File: config.mk
export PLATFORM = sky130hd
export DESIGN_NAME = usg_div_cell
export DESIGN_NICKNAME = d
export VERILOG_FILES = /design/src/rtl/usg_pkg.sv /design/src/rtl/usg_div_cell.sv
export SDC_FILE = /design/constraint.sdc
export NUM_CORES = 1
export LEC_CHECK = 0
export BUFFER_PORTS_ARGS = -buffer_cell sky130_fd_sc_hd__buf_4
export CAP_MARGIN = 20
export CELL_PAD_IN_SITES_DETAIL_PLACEMENT = 2
export CELL_PAD_IN_SITES_GLOBAL_PLACEMENT = 2
export CORE_MARGIN = 3
export CORE_UTILIZATION = 30
export CTS_CLUSTER_SIZE = 10
export DETAILED_ROUTE_END_ITERATION = 6
export GPL_TIMING_DRIVEN = 0
export PLACE_DENSITY = 0.91
export SKIP_CTS_REPAIR_TIMING = 1
export SLEW_MARGIN = 20
export SYNTH_ARGS = -nofsm -noshare
export SYNTH_HDL_FRONTEND = slang
export SYNTH_SLANG_ARGS = --single-unit
export TNS_END_PERCENT = 10
File: constraint.sdc
create_clock -name aclk -period 4.9 [get_ports aclk]
set_input_delay 0.98 -clock aclk [delete_from_list [all_inputs] [get_ports aclk]]
set_output_delay 0.98 -clock aclk [all_outputs]
set_load 0.005 [all_outputs]
File: src/rtl/usg_pkg.sv
// ----------------------------------------------------------------------------
// usg_pkg
// Shared types, constants and the arctangent table for the uv-sphere point
// generator.
// ----------------------------------------------------------------------------
package usg_pkg;

    localparam int MAX_DIVISIONS_DEF = 256;
    localparam int CORDIC_STAGES_DEF = 16;

    // numerator width of the phase dividers (index above a 32-bit fraction for rho, 33-bit for theta)
    localparam int DIV_W = 42;
    localparam int REM_W = 10;

    localparam logic signed [31:0] CORDIC_GAIN = 32'sd652032874;
    localparam logic [31:0] PHASE_QUARTER = 32'h4000_0000;

    typedef struct packed {
        logic [REM_W-1:0] rem;
        logic [DIV_W-1:0] num;
        logic [DIV_W-1:0] quot;
    } div_beat_t;

    typedef struct packed {
        logic signed [31:0] x;
        logic signed [31:0] y;
        logic signed [31:0] z;
        logic [1:0]         quad;
    } rot_beat_t;

    typedef struct packed {
        logic        vld;
        logic        pv;
        logic        qv;
        logic [16:0] k1;
        logic [16:0] k2;
    } side_beat_t;

    // atan(2^-k) in phase units, 2^32 to the turn
    function automatic logic signed [31:0] atan_turn(input int k);
        logic signed [31:0] v;
        v = '0;
        unique case (k)
            0:  v = 32'sd536870912;
            1:  v = 32'sd316933406;
            2:  v = 32'sd167458907;
            3:  v = 32'sd85004756;
            4:  v = 32'sd42667331;
            5:  v = 32'sd21354465;
            6:  v = 32'sd10679838;
            7:  v = 32'sd5340245;
            8:  v = 32'sd2670163;
            9:  v = 32'sd1335087;
            10: v = 32'sd667544;
            11: v = 32'sd333772;
            12: v = 32'sd166886;
            13: v = 32'sd83443;
            14: v = 32'sd41722;
            15: v = 32'sd20861;
            16: v = 32'sd10430;
            17: v = 32'sd5215;
            18: v = 32'sd2608;
            19: v = 32'sd1304;
            20: v = 32'sd652;
            21: v = 32'sd326;
            22: v = 32'sd163;
            23: v = 32'sd81;
            24: v = 32'sd41;
            25: v = 32'sd20;
            26: v = 32'sd10;
            27: v = 32'sd5;
            28: v = 32'sd3;
            29: v = 32'sd1;
            30: v = 32'sd1;
            default: v = 32'sd0;
        endcase
        return v;
    endfunction

endpackage

File: src/rtl/usg_div_cell.sv
// ----------------------------------------------------------------------------
// usg_div_cell
// One restoring division step: brings down a numerator bit, yields one
// quotient bit.
// ----------------------------------------------------------------------------
module usg_div_cell (
    input  logic                       aclk,
    input  logic                       en,
    input  logic [usg_pkg::REM_W-1:0]  divisor,
    input  usg_pkg::div_beat_t         d_in,
    output usg_pkg::div_beat_t         d_out
);
    import usg_pkg::*;

    div_beat_t           beat_reg;
    div_beat_t           beat_next;
    logic [REM_W:0]      trial;
    logic                ge;

    always_comb begin
        trial = {d_in.rem, d_in.num[DIV_W-1]};
        ge    = (trial >= {1'b0, divisor});
        beat_next.rem  = ge ? REM_W'(trial - {1'b0, divisor}) : trial[REM_W-1:0];
        beat_next.num  = {d_in.num[DIV_W-2:0], 1'b0};
        beat_next.quot = {d_in.quot[DIV_W-2:0], ge};
    end

    always_ff @(posedge aclk) begin
        if (en) begin
            beat_reg <= beat_next;
        end
    end

    assign d_out = beat_reg;

endmodule

## After elaboration in Yosys (flattened, before gate mapping)

Cells that the tools add are included.
Widths: inputs -> output; s select.

- Mux-type cells: 1
- $add $sub $neg: 1
- $lt $le $gt $ge: 1

Operator list:

| operator | number |
|---|---|
| $ge 11x10->1 | 1 |
| $mux 10 | 1 |
| $sub 10x10->10 | 1 |

- Register bits after elaboration: 93
- Output and inout port bits: 94
- Input port bits: 106
- Logic and storage cells: 6

## Logic depth before layout (Yosys ltp)

- Depth after elaboration: 2
- Mapped depth: 9
- Depth with buffers taken out: 9

## Worst setup path before layout

Ideal clock, no wire load.

- Path kind: input-to-reg
- Start point: input d_in[83] (netlist bit)
- End point: register beat_reg (netlist bit d_out[92]) (data pin)
- Stages on the path: 9
- Data required time: 4.640 ns
- Setup slack: 2.062 ns
- Library setup time: 0.260 ns
- Arrival: 2.578 ns
- Path through: inv_1 > ha_1 > inv_1 > fa_1 > a211oi_1 > o21bai_1 > a221oi_1 > xnor2_1 > mux2_4

RTL lines:

| item | RTL line | text |
|---|---|---|
| start: declaration | usg_div_cell.sv:10 | `input usg_pkg::div_beat_t d_in,` |
| end signal: assignment | usg_div_cell.sv:30 | `beat_reg <= beat_next;` |
| end: declaration | usg_div_cell.sv:15 | `div_beat_t beat_reg;` |

==> flow_summary.ini <==
[status]
status = complete, no violations

[power_and_ir_drop]
peakVddDrop_v = 0.000185
p_total_mw = 1.98
p_leak_nw = 2.33
pwr_density_cell_nw_per_um2 = 368

[floorplan]
ios = 200
start_util = 0.312
die-area_um2 = 12700
die_w_um = 113
fp.dieH_um = 113
core_um2 = 11000
num_rows = 38

[cells_and_area]
antenna_cells = 0
stdcell_area_um2 = 5380
n_fill_cell = 1041
nets = 495
syn_to_final_growth_pct = 57.1
finish.utilization = 0.490
seqCellArea_um2 = 2790
multi_input_area_um2 = 576
largest_reg_flops = 93
drive_gt1_frac = 0.587

[route]
via_per_inst = 4.48
wl_um = 11800
drc = 0
drt_iter0_markers = 165
drt-pass1-iter-count = 5
vias = 2342
ant_nets = 0
drt-wirelength-per-cell_um = 22.6

[timing]
finalSetupViolations = 0
rsz0062_at_grt = no
slew_violations = 0
final-hold-violation-count = 0
tns_ns = 0
slew-limit-headroom = 0.428
max_slew.worst_pin.slew_ns = 0.858
fin_crit_ns = 2.84
fmax_mhz = 352
finalCritPeriodShare = 0.579

[yosys]
synth_most_common_cell = edfxtp_1
ys_top_cells_by_area = edfxtp_1 81%, ha_1 3.7%, mux2_4 3.1%
synth-simple-area-share = 0.0245
synth-edff-count = 93
syn_avg_cell_area_um2 = 20.2
ys.warnings.count = 0
syn-num-nets = 287
synth_common_cells = 93 x edfxtp_1, 12 x inv_1, 10 x ha_1
synth_top_area_cell = edfxtp_1
syn_inst = 170
async_flop_share = 0
synth_top_area_frac = 0.815
synth-adder-area-share = 0.0424
synth_top_family_by_area = compound AO/OA/AOI/OAI gates
synthDistinctLibCells = 34
muxShareOfSynthArea = 0.0369
synth_area_um2 = 3430
synth-xor-area-share = 0.0179
synth_top_flop_cell = edfxtp_1
ys_seq_area_frac = 0.815
synth-compound-area-share = 0.0453
synth-seq-cells = 93

[placement]
hpwl_um = 9490
finalWeightedCongestion = 0.774
post_dp_cell_area_um2 = 5080
port_buffers = 197

[hold_path]
min_from = d_in[45]
min_path_cells = 1
min_path_type = input port to flop
hold-path-endpoint = d_out[46]

[global_route]
grt_max_degree = 94
grt_pass1_wl_um = 17100
overflow = 0
first_global_vias = 2622
antenna_found_initial = 0
grt_use_total = 0.183

[clocking]
htreeDepth = 3
clk_pin_slew_ns = 0.07
cts_made_buffers = 9
root_buffer = clkbuf_16
cts_sinks = 93
cts_tree = done
cts_buffer_depth = 2

[flow_run]
maxCapViolations = 0

[setup_path]
arrival_ns = 2.92
end_kind = flop
critPathKind = input port to flop
worstPathRequired_ns = 4.98
startpoint_type = input port
worst-path-max-fanout = 3
crit_path_start = d_in[83]
-- cells by family (layout without fill, tap and decap cells) --
kind of cell | after synthesis | after routing
other | 1 | 1
muxes | 9 | 9
DFF | 93 | 93
AOI/OAI and AO/OA | 19 | 19
xor gates and xnor gates | 7 | 7
adders and majority gates | 11 | 11
and+or+nand+nor | 16 | 16
buffers and inverters | 14 | 227
-- critical path, cell delays in order --
cell and delay (ns):
buf_4 0.10, inv_1 0.06, ha_1 0.16, inv_1 0.06, fa_1 0.42, a211oi_1 0.26
o21bai_1 0.15, a221oi_1 0.35, xnor2_1 0.10, mux2_4 0.26
-- how the worst max path moves through the flow --
stage                endpoint  cells after the start
detailed placement  d_out[92]                     10
global route        d_out[92]                     10
floorplan           d_out[92]                      9
global placement    d_out[92]                     10
CTS                 d_out[92]                     10
finish              d_out[92]                     10
-- cell usage in the layout (no fill, tap or decap), types with 2 or more instances in the layout --
master / count
nor2_1: 3
edfxtp_1: 93
xnor2_1: 5
nand2_1: 5
a21oi_1: 5
nor4_1: 2
a21o_1: 2
ha_1: 10
buf_4: 197
o21ai_0: 2
xor2_1: 2
inv_6: 3
clkbuf_16: 9
mux2_4: 7
inv_1: 12
-- power breakdown --
part | internal (mW) | total, mW | switching (mW) | leakage, nW
Combinational | 0.176 | 0.297 | 0.121 | 1.28
Clock | 0.399 | 0.699 | 0.301 | 0.144
Sequential | 0.958 | 0.985 | 0.0276 | 0.910
-- stage by stage --
step	hold slack [ns]	instances	setup WS, ns
global route	0.800	523	1.88
CTS	0.810	523	2.03
floorplan	1.08	170	2.06
finish	0.821	523	2.06
global placement	1.16	507	1.75
detailed placement	1.16	507	1.69
-- routing by layer --
| layer | wire, um | global-route usage | up-vias |
|---|---|---|---|
| met5 | 0 | 0 | - |
| met4 | 91 | 0.0361 | 0 |
| met3 | 903 | 0.0545 | 6 |
| met2 | 6430 | 0.339 | 126 |
| met1 | 4400 | 0.209 | 1143 |
| li1 | - | - | 1067 |
-- cell type report --
type,count,share of cell area
Tap cell,140,0.0325
Clock inverter,7,0.0135
Buffer,1,0.00139
Timing Repair Buffer,197,0.275
Clock buffer,9,0.0418
Sequential cell,93,0.519
Inverter,13,0.00953
Multi-Input combinational cell,63,0.107
(Power assumes the default switching activity.)
