## src/rtl/usg_pkg.sv

```systemverilog
// ----------------------------------------------------------------------------
// usg_pkg
// Shared types, constants and the arctangent table for the uv-sphere point
// generator.
// ----------------------------------------------------------------------------
package usg_pkg;

    localparam int MAX_DIVISIONS_DEF = 256;
    localparam int CORDIC_STAGES_DEF = 16;

    // numerator width of the phase dividers (index above a 32-bit fraction for rho, 33-bit for theta)
    localparam int DIV_W = 42;
    localparam int REM_W = 10;

    localparam logic signed [31:0] CORDIC_GAIN = 32'sd652032874;
    localparam logic [31:0] PHASE_QUARTER = 32'h4000_0000;

    typedef struct packed {
        logic [REM_W-1:0] rem;
        logic [DIV_W-1:0] num;
        logic [DIV_W-1:0] quot;
    } div_beat_t;

    typedef struct packed {
        logic signed [31:0] x;
        logic signed [31:0] y;
        logic signed [31:0] z;
        logic [1:0]         quad;
    } rot_beat_t;

    typedef struct packed {
        logic        vld;
        logic        pv;
        logic        qv;
        logic [16:0] k1;
        logic [16:0] k2;
    } side_beat_t;

    // atan(2^-k) in phase units, 2^32 to the turn
    function automatic logic signed [31:0] atan_turn(input int k);
        logic signed [31:0] v;
        v = '0;
        unique case (k)
            0:  v = 32'sd536870912;
            1:  v = 32'sd316933406;
            2:  v = 32'sd167458907;
            3:  v = 32'sd85004756;
            4:  v = 32'sd42667331;
            5:  v = 32'sd21354465;
            6:  v = 32'sd10679838;
            7:  v = 32'sd5340245;
            8:  v = 32'sd2670163;
            9:  v = 32'sd1335087;
            10: v = 32'sd667544;
            11: v = 32'sd333772;
            12: v = 32'sd166886;
            13: v = 32'sd83443;
            14: v = 32'sd41722;
            15: v = 32'sd20861;
            16: v = 32'sd10430;
            17: v = 32'sd5215;
            18: v = 32'sd2608;
            19: v = 32'sd1304;
            20: v = 32'sd652;
            21: v = 32'sd326;
            22: v = 32'sd163;
            23: v = 32'sd81;
            24: v = 32'sd41;
            25: v = 32'sd20;
            26: v = 32'sd10;
            27: v = 32'sd5;
            28: v = 32'sd3;
            29: v = 32'sd1;
            30: v = 32'sd1;
            default: v = 32'sd0;
        endcase
        return v;
    endfunction

endpackage

```

## src/rtl/usg_cordic_cell.sv

```systemverilog
// ----------------------------------------------------------------------------
// usg_cordic_cell
// One rotation-mode cordic micro-rotation with a fixed shift.
// ----------------------------------------------------------------------------
module usg_cordic_cell #(
    parameter int SHIFT = 0
) (
    input  logic                aclk,
    input  logic                en,
    input  usg_pkg::rot_beat_t  r_in,
    output usg_pkg::rot_beat_t  r_out
);
    import usg_pkg::*;

    localparam logic signed [31:0] ANGLE = atan_turn(SHIFT);

    rot_beat_t          beat_reg;
    rot_beat_t          beat_next;
    logic signed [31:0] dx;
    logic signed [31:0] dy;

    always_comb begin
        dx = r_in.y >>> SHIFT;
        dy = r_in.x >>> SHIFT;
        beat_next.quad = r_in.quad;
        if (!r_in.z[31]) begin
            beat_next.x = r_in.x - dx;
            beat_next.y = r_in.y + dy;
            beat_next.z = r_in.z - ANGLE;
        end else begin
            beat_next.x = r_in.x + dx;
            beat_next.y = r_in.y - dy;
            beat_next.z = r_in.z + ANGLE;
        end
    end

    always_ff @(posedge aclk) begin
        if (en) begin
            beat_reg <= beat_next;
        end
    end

    assign r_out = beat_reg;

endmodule

```

## config.mk

```make
export PLATFORM = sky130hd
export DESIGN_NAME = usg_cordic_cell
export DESIGN_NICKNAME = d
export VERILOG_FILES = /design/src/rtl/usg_pkg.sv /design/src/rtl/usg_cordic_cell.sv
export SDC_FILE = /design/constraint.sdc
export NUM_CORES = 1
export LEC_CHECK = 0
export ABC_AREA = 0
export BUFFER_PORTS_ARGS = -buffer_cell sky130_fd_sc_hd__buf_2
export CORE_MARGIN = 2
export CORE_UTILIZATION = 45
export DETAILED_ROUTE_END_ITERATION = 7
export GPL_TIMING_DRIVEN = 0
export PLACE_DENSITY = 0.71
export SLEW_MARGIN = 20
export SYNTH_ARGS = -nofsm -noshare
export SYNTH_HDL_FRONTEND = slang
export SYNTH_SLANG_ARGS = --single-unit
```

## constraint.sdc

```tcl
create_clock -name aclk -period 2.7 [get_ports aclk]
set_input_delay 0.405 -clock aclk [delete_from_list [all_inputs] [get_ports aclk]]
set_output_delay 0.405 -clock aclk [all_outputs]
set_load 0.02 [all_outputs]
```

Yosys cells after proc, flatten, opt, wreduce, memory -nomap -nowiden:

Index checks and enable logic that the tools add are counted.

* bits in registers: 98
* input bits: 100
* output and inout bits: 98
* logic and storage cells: 10

* add/subtract/negate cells: 5
* multiplexer cells: 1

Operators by type and width (count)
* 96-bit two-way mux: 1
* 32-bit subtractor: 2
* 32-bit by 31-bit adder with 32-bit output, second input constant: 1
* 32-bit adder: 1
* 32-bit by 31-bit subtractor with 32-bit output, second input constant: 1

Logic depth before layout (Yosys ltp):

* depth in word-level cells: 2
* depth in mapped cells: 12
* gate-level depth less buffers: 12

Worst setup path before layout:

Ideal clock, no wire load.

* path type: in2reg
* start point: input port r_in[37] (netlist bit)
* end point: register beat_reg (netlist bit r_out[64]) (data pin)
* setup time: 0.268 ns
* arrival: 2.501 ns
* data required time: 2.432 ns
* path slack: -0.069 ns
* stages: 12
* path buffers: 1
* cell sequence: inv_1 -> ha_1 -> buf_4 -> a21o_1 -> a2111oi_2 -> o211ai_1 -> nand2_2 -> o211ai_1 -> a221oi_2 -> o2111a_1 -> a21oi_1 -> xor2_1

RTL lines
* start, declared: RTL line usg_cordic_cell.sv:10 `input usg_pkg::rot_beat_t r_in,`
* end signal, assigned: RTL line usg_cordic_cell.sv:39 `beat_reg <= beat_next;`
* end, declared: RTL line usg_cordic_cell.sv:17 `rot_beat_t beat_reg;`

==> key figures <==
Status
  • Status: finished, violations left
  • Failing checks: setup timing

Floorplanning
  • Top-Level Pins: 198
  • Core area: 0.0181 sq mm
  • Die ar.: 0.0198 sq mm
  • Die W: 141 um
  • Initial cell density of the core: 0.463
  • Die span in y: 141 um
  • Rows: 49

Route
  • Routed WL: 28.1 mm
  • First-pass DRT Iterations: 6
  • Via density: 5.90
  • Drt drc: 0
  • Antenna Violating Nets Remaining: 0
  • Via count: 8282
  • Initial drt markers: 795
  • Avg WL per Cell: 20.0 um

Setup path
  • CP max FO: 5
  • CP Capture Type: flip-flop
  • Setup crit end: r_out[95]$_DFFE_PP_
  • Required time worst endpoint: 2.79 ns
  • Setup CP Type: primary input to flip-flop
  • Critical path startpoint: r_in[42]
  • CP Launch Type: primary input
  • WP data arrival: 2.85 ns

STA
  • Final Hold Viols: 0
  • Final-report setup violation count: 4
  • Final worst slack: -0.0667 ns
  • Least-Margin Pin Slew: 0.947 ns
  • RSZ-0062 raised after global routing: yes
  • Setup TNS: -0.106 ns
  • Crit share post-route: 1.02
  • WHS: 0.223 ns
  • Max_slew headroom: 0.368
  • Post-layout minimum cycle time: 2.77 ns
  • Slew Limit Fails: 0
  • Peak Freq: 361 MHz

Global route
  • Total grt overflow: 0
  • Antenna violations before repair: 0
  • Pin count of the biggest net entering global routing: 86
  • GRT Util Overall: 0.260
  • M1 GR Usage: 0.348
  • GR Util met3: 0.0394
  • Number of global-route vias before repair: 7564
  • Routing usage on met2: 0.436
  • First-pass GRT wire length: 40.2 mm
  • Gr busiest metal: met2

Synthesis
  • Synthesized flop and latch total: 97
  • Primary FF master, synth: edfxtp_1
  • Sequential cell area fraction in the yosys report: 0.347
  • Number of synthesized flops with an enable pin: 97
  • Top cells by area, synth: edfxtp_1, ha_1, a21oi_1, xnor2_1, inv_1
  • YS warnings: 0
  • Cell count after synthesis: 915
  • Yosys top cell area share: 0.347
  • Avg Synthesized Cell Area: 9.19 sq um
  • Area leader, netlist: edfxtp_1
  • Netlist Area Pre-Place: 0.00840 sq mm
  • Synth async-reset ratio: 0
  • Syn nets: 1113
  • Library cells used by synthesis: 81

Run
  • Max_cap viols: 0

Cells and area
  • Non-Filler Instances: 1404
  • Multi-input gate area: 0.00571 sq mm
  • Max reg flops: 97
  • Fraction of layout cells with a size suffix above 1: 0.364
  • Final core utilization: 0.625
  • Commonest non-fill, non-tap cell in the layout: buf_2
  • Reg area: 0.00291 sq mm
  • Most frequent cells in the layout: buf_2, edfxtp_1, a21oi_1
  • Area growth syn-to-layout: 35.0%
  • Total Nets Final: 1368
  • Layout fillers: 1549
  • Inserted Diodes: 0

Clocking
  • Max Buffers Root-to-Sink: 2
  • Clock transition at path regs: 0.07 ns
  • Post-CTS Hold Fix Bufs: 0
  • H-tree levels: 3
  • CTS tree: yes
  • CTS root buffer: clkbuf_16
  • Sink Count: 97
  • Clock buffer count from CTS: 9

Placement
  • Port bufs: 196
  • Dpl ws: -0.955 ns
  • DP Wirelength: 20.4 mm
  • Final GP Congestion: 0.950
  • Post-Place Cells: 1341

Pwr
  • LEAKAGE: 4.80 nW
  • Power density cells: 499 mW/mm^2
  • Max VDD drop: 0.000255 V

Hold path
  • HP Class: primary input to flip-flop
metal layers:
metal / share of wire / routed length, um
met5: 0 / 0
met4: 0.025 / 700
met3: 0.089 / 2490
met2: 0.48 / 13400
met1: 0.41 / 11500
area by class of cell:
class,instances,share of cell area
multi-input cells,679,0.504
flip-flops and latches,97,0.257
repair buffers,247,0.133
inverters,98,0.0344
well taps,229,0.0253
plain buffers,38,0.0224
clock buffers,10,0.0202
clock inverters,6,0.00463
timing repair:
action                                  4_1_cts  5_1_grt
endpoints found under the setup margin       31       28
pin swaps                                    41       52
resized for setup                            96      124
gates cloned                                  0        1
buffers inserted                             24       27
metrics by stage:
stage               total power, W  area (sq um)
floorplan                  0.00333          8420
global placement           0.00399          9690
detailed placement         0.00401          9720
CTS                        0.00543         10600
global route               0.00589         11300
finish                     0.00566         11300
synthesized netlist by cell type (11+ instances only):
cell      number
xnor2_1       50
nand3_1       13
buf_2         11
o21bai_1      13
nand2_1       46
a21oi_1      101
nor2_1        78
o21a_1        11
edfxtp_1      97
o21ai_1       11
o21ai_0       51
clkbuf_1      20
ha_1          94
mux2i_1       12
inv_1         90
how the worst min path moves through the flow:
stage                               end  slack, ns  cells after the start  startpoint
floorplan            r_out[0]$_DFFE_PP_       0.50                      0     r_in[0]
finish              r_out[27]$_DFFE_PP_       0.22                      1    r_in[27]
global placement     r_out[7]$_DFFE_PP_       0.58                      1     r_in[7]
detailed placement  r_out[28]$_DFFE_PP_       0.58                      1    r_in[28]
CTS                  r_out[7]$_DFFE_PP_       0.21                      1     r_in[7]
global route        r_out[30]$_DFFE_PP_       0.21                      1    r_in[30]
logic make-up after synthesis:
kind of cell | after synthesis | synth area share
AO/OA/AOI/OAI | 296 | 0.237
AND/OR/NAND/NOR | 213 | 0.123
buffers and inverters | 139 | 0.0673
adder cells (fa/ha/maj) | 98 | 0.149
flip-flops | 97 | 0.347
XOR/XNOR | 60 | 0.0625
multiplexers | 12 | 0.0143
critical path, stage by stage:
cell and delay (ns):
buf_4 0.10, inv_2 0.04, ha_4 0.30, buf_8 0.13, inv_4 0.05, a21oi_4 0.17, o31ai_4 0.12, o41ai_4 0.45
o211ai_2 0.16, a21bo_1 0.25, a221o_1 0.36, a2bb2oi_2 0.22, xor2_1 0.09
report_power, final:
group / total (W) / leakage, nW / internal, W / switching [W]
Combinational: 0.00244 / 3.72 / 0.000947 / 0.00149
Clock: 0.00124 / 0.125 / 0.000638 / 0.000597
Sequential: 0.00199 / 0.949 / 0.00193 / 0.0000524
Total: 0.00566 / 4.80 / 0.00352 / 0.00214
Power figures use the tool's default switching activity.
